### src/sv/kfs_pkg.sv
// Shared types, widths, register indexes and reset values of the scalar Kalman filter step.
// No dependencies; kfs_if.sv and scalar_kalman_filter_step.sv import this package.
`timescale 1ns / 1ps

package kfs_pkg;

    localparam int FRACTION_BITS_DEF = 16;

    localparam int VAL_W      = 48;
    localparam int COV_W      = 32;
    localparam int GAIN_W     = 17;
    localparam int CFG_IDX_W  = 3;
    localparam int CFG_DATA_W = 48;

    typedef logic signed [VAL_W-1:0]  t_value;
    typedef logic [COV_W-1:0]         t_cov;
    typedef logic [GAIN_W-1:0]        t_gain;
    typedef logic [CFG_IDX_W-1:0]     t_cfg_idx;
    typedef logic [CFG_DATA_W-1:0]    t_cfg_data;

    localparam t_cfg_idx REG_STEP_AMOUNT        = 3'd0;
    localparam t_cfg_idx REG_PROCESS_NOISE      = 3'd1;
    localparam t_cfg_idx REG_MEASUREMENT_NOISE  = 3'd2;
    localparam t_cfg_idx REG_INITIAL_ESTIMATE   = 3'd3;
    localparam t_cfg_idx REG_INITIAL_COVARIANCE = 3'd4;

    localparam t_cov   RST_STEP_AMOUNT        = 32'd6554;
    localparam t_cov   RST_PROCESS_NOISE      = 32'd655360;
    localparam t_cov   RST_MEASUREMENT_NOISE  = 32'd655;
    localparam t_value RST_INITIAL_ESTIMATE   = 48'sd11796480000;
    localparam t_cov   RST_INITIAL_COVARIANCE = 32'd655;

    localparam t_value VAL_MAX = {1'b0, {(VAL_W-1){1'b1}}};
    localparam t_value VAL_MIN = {1'b1, {(VAL_W-1){1'b0}}};

endpackage

### src/sv/kfs_if.sv
// Valid/ready channel interfaces for the measurement input and the filter result.
// Depends on kfs_pkg for the payload types.
`timescale 1ns / 1ps

interface kfs_meas_if;
    import kfs_pkg::*;

    logic   valid;
    logic   ready;
    t_value measurement;

    modport source (output valid, output measurement, input ready);
    modport sink   (input valid, input measurement, output ready);
endinterface

interface kfs_result_if;
    import kfs_pkg::*;

    logic   valid;
    logic   ready;
    t_value estimate;
    t_cov   covariance;
    t_gain  gain;

    modport source (output valid, output estimate, output covariance, output gain, input ready);
    modport sink   (input valid, input estimate, input covariance, input gain, output ready);
endinterface

### src/sv/scalar_kalman_filter_step.sv
// Top level of the scalar Kalman filter step: predict, serial gain divide, serial updates.
// Depends on kfs_pkg, kfs_if.sv, kfs_div and kfs_mul.
//
//   Port       Dir  Handshake      Carries
//   i_meas     in   valid/ready    measurement
//   o_result   out  valid/ready    estimate, covariance, gain
//   i_cfg_*    in   write enable   register index and write data
//
// One transaction runs from acceptance through predict, prepare, divide, multiply and finish
// back to idle; the serial divider and the two serial multipliers each work through the
// gain one bit at a time. A finished result waits in the output register while the
// next measurement is accepted; only a second finished result stalls behind it.
// Reset is synchronous and loads the register defaults and the initial state.
`timescale 1ns / 1ps

module scalar_kalman_filter_step #(
    parameter int FRACTION_BITS = kfs_pkg::FRACTION_BITS_DEF
) (
    input  logic                i_clk,
    input  logic                i_rst_n,
    input  logic                i_cfg_we,
    input  kfs_pkg::t_cfg_idx   i_cfg_idx,
    input  kfs_pkg::t_cfg_data  i_cfg_data,
    kfs_meas_if.sink            i_meas,
    kfs_result_if.source        o_result
);
    import kfs_pkg::*;

    localparam int GQ_W  = FRACTION_BITS + 1;
    localparam int DEN_W = COV_W + 1;
    localparam int MAG_W = VAL_W + 1;
    localparam int EXT_W = VAL_W + 2;

    localparam logic [GQ_W-1:0] ONE_FX = GQ_W'(1) << FRACTION_BITS;

    localparam logic [2:0] S_IDLE = 3'd0;
    localparam logic [2:0] S_PRED = 3'd1;
    localparam logic [2:0] S_PREP = 3'd2;
    localparam logic [2:0] S_DIV  = 3'd3;
    localparam logic [2:0] S_MUL  = 3'd4;
    localparam logic [2:0] S_FIN  = 3'd5;

    logic [2:0]       r_state;
    t_cov             r_step;
    t_cov             r_pnoise;
    t_cov             r_mnoise;
    t_value           r_est;
    t_cov             r_cov;
    t_value           r_z;
    t_value           r_xp;
    t_cov             r_pp;
    logic             r_dz;
    logic             r_neg;
    logic [MAG_W-1:0] r_mag;
    logic [GQ_W-1:0]  r_gain;
    logic             r_ov;
    t_value           r_out_est;
    t_cov             r_out_cov;
    t_gain            r_out_gain;

    logic [EXT_W-1:0] n_xp_ext;
    t_value           n_xp;
    logic [DEN_W-1:0] n_pp_sum;
    t_cov             n_pp;
    logic [DEN_W-1:0] n_den;
    logic [MAG_W-1:0] n_innov;
    logic [GQ_W-1:0]  n_gain;
    logic [EXT_W-1:0] n_xn_ext;
    t_value           n_xn;
    logic             n_out_free;

    logic             div_done;
    logic [GQ_W-1:0]  div_quot;
    logic             mul_e_done;
    logic [MAG_W:0]   mul_e_prod;
    logic             mul_p_done;
    logic [COV_W:0]   mul_p_prod;

    always_comb begin
        n_xp_ext = {{2{r_est[VAL_W-1]}}, r_est} - {{(EXT_W-COV_W){1'b0}}, r_step};
        if (n_xp_ext[EXT_W-1:VAL_W-1] == '0 || n_xp_ext[EXT_W-1:VAL_W-1] == '1) begin
            n_xp = n_xp_ext[VAL_W-1:0];
        end else if (n_xp_ext[EXT_W-1]) begin
            n_xp = VAL_MIN;
        end else begin
            n_xp = VAL_MAX;
        end

        n_pp_sum = {1'b0, r_cov} + {1'b0, r_pnoise};
        n_pp     = n_pp_sum[COV_W] ? '1 : n_pp_sum[COV_W-1:0];

        n_den   = {1'b0, r_pp} + {1'b0, r_mnoise};
        n_innov = {r_z[VAL_W-1], r_z} - {r_xp[VAL_W-1], r_xp};

        n_gain = r_dz ? '0 : div_quot;

        n_xn_ext = r_neg
            ? ({{2{r_xp[VAL_W-1]}}, r_xp} - {1'b0, mul_e_prod[MAG_W-1:0]})
            : ({{2{r_xp[VAL_W-1]}}, r_xp} + {1'b0, mul_e_prod[MAG_W-1:0]});
        if (n_xn_ext[EXT_W-1:VAL_W-1] == '0 || n_xn_ext[EXT_W-1:VAL_W-1] == '1) begin
            n_xn = n_xn_ext[VAL_W-1:0];
        end else if (n_xn_ext[EXT_W-1]) begin
            n_xn = VAL_MIN;
        end else begin
            n_xn = VAL_MAX;
        end

        n_out_free = !r_ov || o_result.ready;
    end

    kfs_div #(
        .W  (DEN_W),
        .QW (GQ_W)
    ) u_div (
        .i_clk   (i_clk),
        .i_rst_n (i_rst_n),
        .i_start (r_state == S_PREP),
        .i_num   ({1'b0, r_pp}),
        .i_den   (n_den),
        .o_done  (div_done),
        .o_quot  (div_quot)
    );

    kfs_mul #(
        .AW (MAG_W),
        .BW (GQ_W)
    ) u_mul_est (
        .i_clk   (i_clk),
        .i_rst_n (i_rst_n),
        .i_start (r_state == S_DIV && div_done),
        .i_a     (r_mag),
        .i_b     (n_gain),
        .o_done  (mul_e_done),
        .o_prod  (mul_e_prod)
    );

    kfs_mul #(
        .AW (COV_W),
        .BW (GQ_W)
    ) u_mul_cov (
        .i_clk   (i_clk),
        .i_rst_n (i_rst_n),
        .i_start (r_state == S_DIV && div_done),
        .i_a     (r_pp),
        .i_b     (ONE_FX - n_gain),
        .o_done  (mul_p_done),
        .o_prod  (mul_p_prod)
    );

    always_ff @(posedge i_clk) begin
        if (!i_rst_n) begin
            r_state  <= S_IDLE;
            r_step   <= RST_STEP_AMOUNT;
            r_pnoise <= RST_PROCESS_NOISE;
            r_mnoise <= RST_MEASUREMENT_NOISE;
            r_est    <= RST_INITIAL_ESTIMATE;
            r_cov    <= RST_INITIAL_COVARIANCE;
            r_ov     <= 1'b0;
        end else begin
            if (r_state == S_FIN && n_out_free) begin
                r_ov <= 1'b1;
            end else if (r_ov && o_result.ready) begin
                r_ov <= 1'b0;
            end
            unique case (r_state)
                S_IDLE: begin
                    if (i_meas.valid) begin
                        r_state <= S_PRED;
                    end
                end
                S_PRED: begin
                    r_state <= S_PREP;
                end
                S_PREP: begin
                    r_state <= S_DIV;
                end
                S_DIV: begin
                    if (div_done) begin
                        r_state <= S_MUL;
                    end
                end
                S_MUL: begin
                    if (mul_e_done) begin
                        r_state <= S_FIN;
                    end
                end
                S_FIN: begin
                    if (n_out_free) begin
                        r_est   <= n_xn;
                        r_cov   <= mul_p_prod[COV_W-1:0];
                        r_state <= S_IDLE;
                    end
                end
                default: begin
                    r_state <= S_IDLE;
                end
            endcase
            if (i_cfg_we) begin
                unique case (i_cfg_idx)
                    REG_STEP_AMOUNT:        r_step   <= i_cfg_data[COV_W-1:0];
                    REG_PROCESS_NOISE:      r_pnoise <= i_cfg_data[COV_W-1:0];
                    REG_MEASUREMENT_NOISE:  r_mnoise <= i_cfg_data[COV_W-1:0];
                    REG_INITIAL_ESTIMATE:   r_est    <= i_cfg_data[VAL_W-1:0];
                    REG_INITIAL_COVARIANCE: r_cov    <= i_cfg_data[COV_W-1:0];
                    default: begin
                    end
                endcase
            end
        end
    end

    always_ff @(posedge i_clk) begin
        if (r_state == S_IDLE && i_meas.valid) begin
            r_z <= i_meas.measurement;
        end
        if (r_state == S_PRED) begin
            r_xp <= n_xp;
            r_pp <= n_pp;
        end
        if (r_state == S_PREP) begin
            r_dz  <= (n_den == '0);
            r_neg <= n_innov[MAG_W-1];
            r_mag <= n_innov[MAG_W-1] ? (MAG_W'(0) - n_innov) : n_innov;
        end
        if (r_state == S_DIV && div_done) begin
            r_gain <= n_gain;
        end
        if (r_state == S_FIN && n_out_free) begin
            r_out_est  <= n_xn;
            r_out_cov  <= mul_p_prod[COV_W-1:0];
            r_out_gain <= GAIN_W'(r_gain);
        end
    end

    assign i_meas.ready        = (r_state == S_IDLE);
    assign o_result.valid      = r_ov;
    assign o_result.estimate   = r_out_est;
    assign o_result.covariance = r_out_cov;
    assign o_result.gain       = r_out_gain;

    a_div_in_div: assert property (@(posedge i_clk) disable iff (!i_rst_n)
        div_done |-> (r_state == S_DIV))
        else $error("Divider finished outside the divide phase.");
    a_mul_in_step: assert property (@(posedge i_clk) disable iff (!i_rst_n)
        mul_e_done == mul_p_done)
        else $error("The two multipliers finished apart.");
    a_gain_bound: assert property (@(posedge i_clk) disable iff (!i_rst_n)
        (r_state == S_MUL) |-> (r_gain <= ONE_FX))
        else $error("Gain exceeds one.");
    a_cov_shrinks: assert property (@(posedge i_clk) disable iff (!i_rst_n)
        (r_state == S_FIN) |-> (mul_p_prod <= {1'b0, r_pp}))
        else $error("Updated covariance exceeds the predicted covariance.");
endmodule

### src/sv/kfs_div.sv
// Bit-serial restoring divider: one quotient bit per cycle, most significant bit first.
// Computes floor(num * 2^(QW-1) / den) for num <= den. Depends on kfs_pkg only by convention.
`timescale 1ns / 1ps

module kfs_div #(
    parameter int W  = 33,
    parameter int QW = 17
) (
    input  logic          i_clk,
    input  logic          i_rst_n,
    input  logic          i_start,
    input  logic [W-1:0]  i_num,
    input  logic [W-1:0]  i_den,
    output logic          o_done,
    output logic [QW-1:0] o_quot
);
    localparam int CNT_W = $clog2(QW + 1);

    logic [W:0]       r_rem;
    logic [W-1:0]     r_den;
    logic [QW-1:0]    r_quot;
    logic [CNT_W-1:0] r_cnt;
    logic             r_busy;
    logic             r_done;
    logic             n_ge;
    logic [W:0]       n_sub;

    always_comb begin
        n_ge  = (r_rem >= {1'b0, r_den});
        n_sub = n_ge ? (r_rem - {1'b0, r_den}) : r_rem;
    end

    always_ff @(posedge i_clk) begin
        if (!i_rst_n) begin
            r_busy <= 1'b0;
            r_done <= 1'b0;
            r_cnt  <= '0;
        end else if (i_start) begin
            r_busy <= 1'b1;
            r_done <= 1'b0;
            r_cnt  <= CNT_W'(QW);
        end else if (r_busy) begin
            r_cnt <= r_cnt - 1'b1;
            if (r_cnt == CNT_W'(1)) begin
                r_busy <= 1'b0;
                r_done <= 1'b1;
            end
        end else begin
            r_done <= 1'b0;
        end
    end

    always_ff @(posedge i_clk) begin
        if (i_start) begin
            r_rem <= {1'b0, i_num};
            r_den <= i_den;
        end else if (r_busy) begin
            r_quot <= {r_quot[QW-2:0], n_ge};
            r_rem  <= {n_sub[W-1:0], 1'b0};
        end
    end

    assign o_done = r_done;
    assign o_quot = r_quot;

    a_rem_bound: assert property (@(posedge i_clk) disable iff (!i_rst_n)
        (r_busy && r_den != '0) |-> (r_rem < {r_den, 1'b0}))
        else $error("Divider remainder left its bound.");
    a_done_pulse: assert property (@(posedge i_clk) disable iff (!i_rst_n)
        r_done |=> !r_done)
        else $error("Divider done lasted more than one cycle.");
    a_done_after_busy: assert property (@(posedge i_clk) disable iff (!i_rst_n)
        $rose(r_done) |-> $past(r_busy))
        else $error("Divider finished without running.");
endmodule

### src/sv/kfs_mul.sv
// Bit-serial shift-add multiplier: one multiplier bit per cycle, least significant first.
// Computes floor(a * b / 2^(BW-1)) exactly. Depends on kfs_pkg only by convention.
`timescale 1ns / 1ps

module kfs_mul #(
    parameter int AW = 32,
    parameter int BW = 17
) (
    input  logic          i_clk,
    input  logic          i_rst_n,
    input  logic          i_start,
    input  logic [AW-1:0] i_a,
    input  logic [BW-1:0] i_b,
    output logic          o_done,
    output logic [AW:0]   o_prod
);
    localparam int CNT_W = $clog2(BW + 1);

    logic [AW-1:0]    r_a;
    logic [BW-1:0]    r_b;
    logic [AW:0]      r_acc;
    logic [CNT_W-1:0] r_cnt;
    logic             r_busy;
    logic             r_done;
    logic [AW:0]      n_sum;

    assign n_sum = r_acc + (r_b[0] ? {1'b0, r_a} : '0);

    always_ff @(posedge i_clk) begin
        if (!i_rst_n) begin
            r_busy <= 1'b0;
            r_done <= 1'b0;
            r_cnt  <= '0;
        end else if (i_start) begin
            r_busy <= 1'b1;
            r_done <= 1'b0;
            r_cnt  <= CNT_W'(BW);
        end else if (r_busy) begin
            r_cnt <= r_cnt - 1'b1;
            if (r_cnt == CNT_W'(1)) begin
                r_busy <= 1'b0;
                r_done <= 1'b1;
            end
        end else begin
            r_done <= 1'b0;
        end
    end

    always_ff @(posedge i_clk) begin
        if (i_start) begin
            r_a   <= i_a;
            r_b   <= i_b;
            r_acc <= '0;
        end else if (r_busy) begin
            r_b <= r_b >> 1;
            if (r_cnt == CNT_W'(1)) begin
                r_acc <= n_sum;
            end else begin
                r_acc <= n_sum >> 1;
            end
        end
    end

    assign o_done = r_done;
    assign o_prod = r_acc;

    a_acc_bound: assert property (@(posedge i_clk) disable iff (!i_rst_n)
        (r_busy && r_cnt != CNT_W'(BW)) |-> (r_acc <= {1'b0, r_a}))
        else $error("Multiplier accumulator exceeded the multiplicand.");
    a_done_pulse: assert property (@(posedge i_clk) disable iff (!i_rst_n)
        r_done |=> !r_done)
        else $error("Multiplier done lasted more than one cycle.");
    a_done_after_busy: assert property (@(posedge i_clk) disable iff (!i_rst_n)
        $rose(r_done) |-> $past(r_busy))
        else $error("Multiplier finished without running.");
endmodule
### src/flat_wrapper.sv
// flat-port wrapper written by rule: the top's interface ports become plain ports
module scalar_kalman_filter_step_flat import kfs_pkg::*;
#(
    parameter int FRACTION_BITS = kfs_pkg::FRACTION_BITS_DEF
)
  (i_clk, i_rst_n, i_cfg_we, i_cfg_idx, i_cfg_data, i_meas_valid, i_meas_measurement, i_meas_ready, o_result_valid, o_result_estimate, o_result_covariance, o_result_gain, o_result_ready);
  kfs_meas_if i_meas_i ();
  kfs_result_if o_result_i ();
  input  logic i_clk;
  input  logic i_rst_n;
  input  logic i_cfg_we;
  input  kfs_pkg::t_cfg_idx i_cfg_idx;
  input  kfs_pkg::t_cfg_data i_cfg_data;
  input wire logic [$bits(i_meas_i.valid)-1:0] i_meas_valid;
  input wire logic [$bits(i_meas_i.measurement)-1:0] i_meas_measurement;
  output wire logic [$bits(i_meas_i.ready)-1:0] i_meas_ready;
  output wire logic [$bits(o_result_i.valid)-1:0] o_result_valid;
  output wire logic [$bits(o_result_i.estimate)-1:0] o_result_estimate;
  output wire logic [$bits(o_result_i.covariance)-1:0] o_result_covariance;
  output wire logic [$bits(o_result_i.gain)-1:0] o_result_gain;
  input wire logic [$bits(o_result_i.ready)-1:0] o_result_ready;
  assign i_meas_i.valid = i_meas_valid;
  assign i_meas_i.measurement = i_meas_measurement;
  assign i_meas_ready = i_meas_i.ready;
  assign o_result_valid = o_result_i.valid;
  assign o_result_estimate = o_result_i.estimate;
  assign o_result_covariance = o_result_i.covariance;
  assign o_result_gain = o_result_i.gain;
  assign o_result_i.ready = o_result_ready;
  scalar_kalman_filter_step #(.FRACTION_BITS(FRACTION_BITS)) u_core (.i_clk(i_clk), .i_rst_n(i_rst_n), .i_cfg_we(i_cfg_we), .i_cfg_idx(i_cfg_idx), .i_cfg_data(i_cfg_data), .i_meas(i_meas_i), .o_result(o_result_i));
endmodule
### config.mk
export PLATFORM = sky130hd
export DESIGN_NAME = scalar_kalman_filter_step_flat
export DESIGN_NICKNAME = d
export VERILOG_FILES = /design/src/sv/kfs_pkg.sv /design/src/sv/kfs_if.sv /design/src/sv/scalar_kalman_filter_step.sv /design/src/sv/kfs_div.sv /design/src/sv/kfs_mul.sv /design/src/flat_wrapper.sv
export SDC_FILE = /design/constraint.sdc
export NUM_CORES = 2
export LEC_CHECK = 0
export BUFFER_PORTS_ARGS = -buffer_cell sky130_fd_sc_hd__buf_2
export CAP_MARGIN = 10
export CORE_MARGIN = 10
export CORE_UTILIZATION = 63
export DETAILED_ROUTE_END_ITERATION = 6
export PLACE_DENSITY = 0.81
export SYNTH_ARGS = -nofsm -noshare
export SYNTH_HDL_FRONTEND = slang
export SYNTH_HIERARCHICAL = 1
export SYNTH_SLANG_ARGS = --single-unit
### constraint.sdc
create_clock -name i_clk -period 10.8 [get_ports i_clk]
set_clock_uncertainty 0.1 [all_clocks]
set_input_delay 1.62 -clock i_clk [delete_from_list [all_inputs] [get_ports i_clk]]
set_output_delay 1.62 -clock i_clk [all_outputs]
set_load 0.05 [all_outputs]
==> impl_metrics.ini <==
[global_route]
top_usage_layer = met2
grt_use_met1_pct = 46.1
grt_pass1_wl_um = 229000
grt_usage_pct = 31.9
met3_usage_pct = 6.55
grt_overflow = 0
met2_usage_pct = 46.8
grt_max_degree = 86
antenna_found_initial = 8
first_global_vias = 39700

[clock_tree]
ctsLongestPathBuffers = 3
clkTransAtPathRegs_ns = 0.06
clk_latency_ns = 0.67
ctsHoldBuffers = 0
htree_levels = 3
numCtsBuffers = 86
cts_post_setup_buffers_inserted = 0
cts_tree = built
cts_root_buffer = clkbuf_16
numClockSinks = 775
cts-resized-gates = 0

[die]
die_width_um = 301
top_level_ports = 203
fp.dieH_um = 301
rows = 102
core_area_sq_um = 77800
start_util_pct = 63.9
dieArea_sq_um = 90600

[flow_run]
maxCapViolCount = 0

[routing]
drtAntennaViolNets = 0
routed_wl_um = 149000
via_per_inst = 6.39
wl_per_cell_um = 22.4
vias = 42500
drc = 0
first_iter_violations = 4700
drt_pre_antenna_iters = 6

[layout]
nFillCells = 6134
finish.utilization_pct = 69.9
final_cell_mix = nand2_1, edfxtp_1, a21oi_1, nor2_1, ha_1
seqCellArea_sq_um = 20400
multi_input_comb_area_sq_um = 27400
layout_commonest_cell = nand2_1
final_nets = 5960
drive_gt1_share_pct = 10.2
final_area_sq_um = 54400
area_growth_syn_to_layout_pct = 9.42

[yosys]
yosysWarnings = 6
syn_area_per_cell_sq_um = 9.11
syn-cell-area_sq_um = 49700
synth_cells = 5460
syn_nets = 5888

[placed_design]
place_area_sq_um = 51300
gp_congestion = 0.989
dpl.hpwl_um = 112000
port_buffers = 202

[critical_path]
slowest_delay_ns = 0.80
cp.required_ns = 11.06
path_class = reg2reg
cp_max_fo = 47
worstSetupEndpointType = flop
cp_cell_sequence = nor4_1 > and3_1 > and2_1 > and3_1 > a31oi_1 > nor2_1 > xor2_1 > ha_1 > a21o_1 > a21o_1 > a221oi_1 > o21ai_0 > or4_1 > o22ai_1 > xor2_1 > nand2_1 > nand2_2 > nand2_1
worstSetupStartpoint = u_core/u_mul_est/o_prod[3]
critical_path.top_delay_family = simple AND/OR/NAND/NOR gates
critical-path-slowest-cell = nand2_2
crit_buf_inv = 0
cp.arrival_ns = 7.02
setup.worst_path.start_class = flop
crit-reg2reg-launch = u_core/u_mul_est/o_prod[3]

[sta]
finalSetupViolCount = 0
fmax_mhz = 148
rsz0062_at_grt = false
fin_crit_ns = 6.76
holdWs_ns = 0.305
report.final.hold_viol_count = 0
setup_tns_ns = 0
max_slew_margin_pct = 17.9
drv_slew = 0
period_share_pct = 62.6
tightest_slew_ns = 1.23

[pwr]
powerDensity_nw_per_um2 = 183
leakage_uw = 0.0216
ir_worst_vdd_uv = 196

[status]
status = finished, final reports clean

[min_path]
hp-class = reg2reg
worstHoldStart = u_core/r_mag[39]
-- area by class of cell --
type / count / share of cell area (%)
inverter: 241 / 1.67
clock inverter: 44 / 1.21
antenna: 3 / 0.0138
tap: 1040 / 2.39
multi-input combinational: 4188 / 50.3
timing repair buffer: 240 / 2.39
sequential: 775 / 37.6
clock buffer: 118 / 4.42
-- state kept, by name, indices dropped and copies added (netlist names), 34 cells and up --
| register | cells |
|---|---|
| u_core/r_est | 48 |
| u_core/r_z | 48 |
| u_core/u_mul_est/o_prod | 50 |
| u_core/r_xp | 48 |
| u_core/r_mag | 49 |
| u_core/u_mul_est/r_a | 49 |
| u_core/o_result.estimate | 48 |
| u_core/u_div/r_rem | 34 |
-- layer usage --
| metal | up-vias | share of wire [%] |
|---|---|---|
| met5 | - | 0.024 |
| met4 | 6 | 3.4 |
| met3 | 293 | 9.9 |
| met2 | 2011 | 43 |
| met1 | 20200 | 44 |
| li1 | 20000 | - |
-- power breakdown --
group          internal (uW)  leakage, uW  total, uW  switching (uW)
sequential              3470      0.00679       3650             177
clock                   1870      0.00147       3160            1290
combinational           1120       0.0133       3140            2010
total                   6460       0.0216       9940            3480
-- worst reg2reg max path: stages, from the launching register on --
cell and delay, ns:
dfxtp_1 0.37, nor4_1 0.59, and3_1 0.31, and2_1 0.27, and3_1 0.36, a31oi_1 0.40
nor2_1 0.24, xor2_1 0.20, ha_1 0.34, a21o_1 0.23, a21o_1 0.17, a221oi_1 0.38
o21ai_0 0.16, or4_1 0.41, o22ai_1 0.16, xor2_1 0.61, nand2_1 0.17, nand2_2 0.80
nand2_1 0.18
-- through the flow --
stage	worst slack (ns)	total power, uW	std cells
after global placement	4.57	6670	6484
after global routing	3.66	10400	6649
after floorplan	2.51	5920	5460
after detailed placement	4.24	6730	6484
after CTS	4.19	9890	6646
final	4.04	9940	6649
-- path summary, 6_finish.rpt --
| kind | end | slack [ns] | cells past startpoint |
|---|---|---|---|
| setup / recovery | u_core/o_result.estimate[2] | 4.04 | 18 |
| hold reg to reg | u_core/u_mul_est/r_a[39] | 0.31 | 0 |
| setup reg to reg | u_core/o_result.estimate[2] | 4.04 | 18 |
| hold / removal | u_core/u_mul_est/r_a[39] | 0.31 | 0 |
Power figures use the tool's default switching activity.
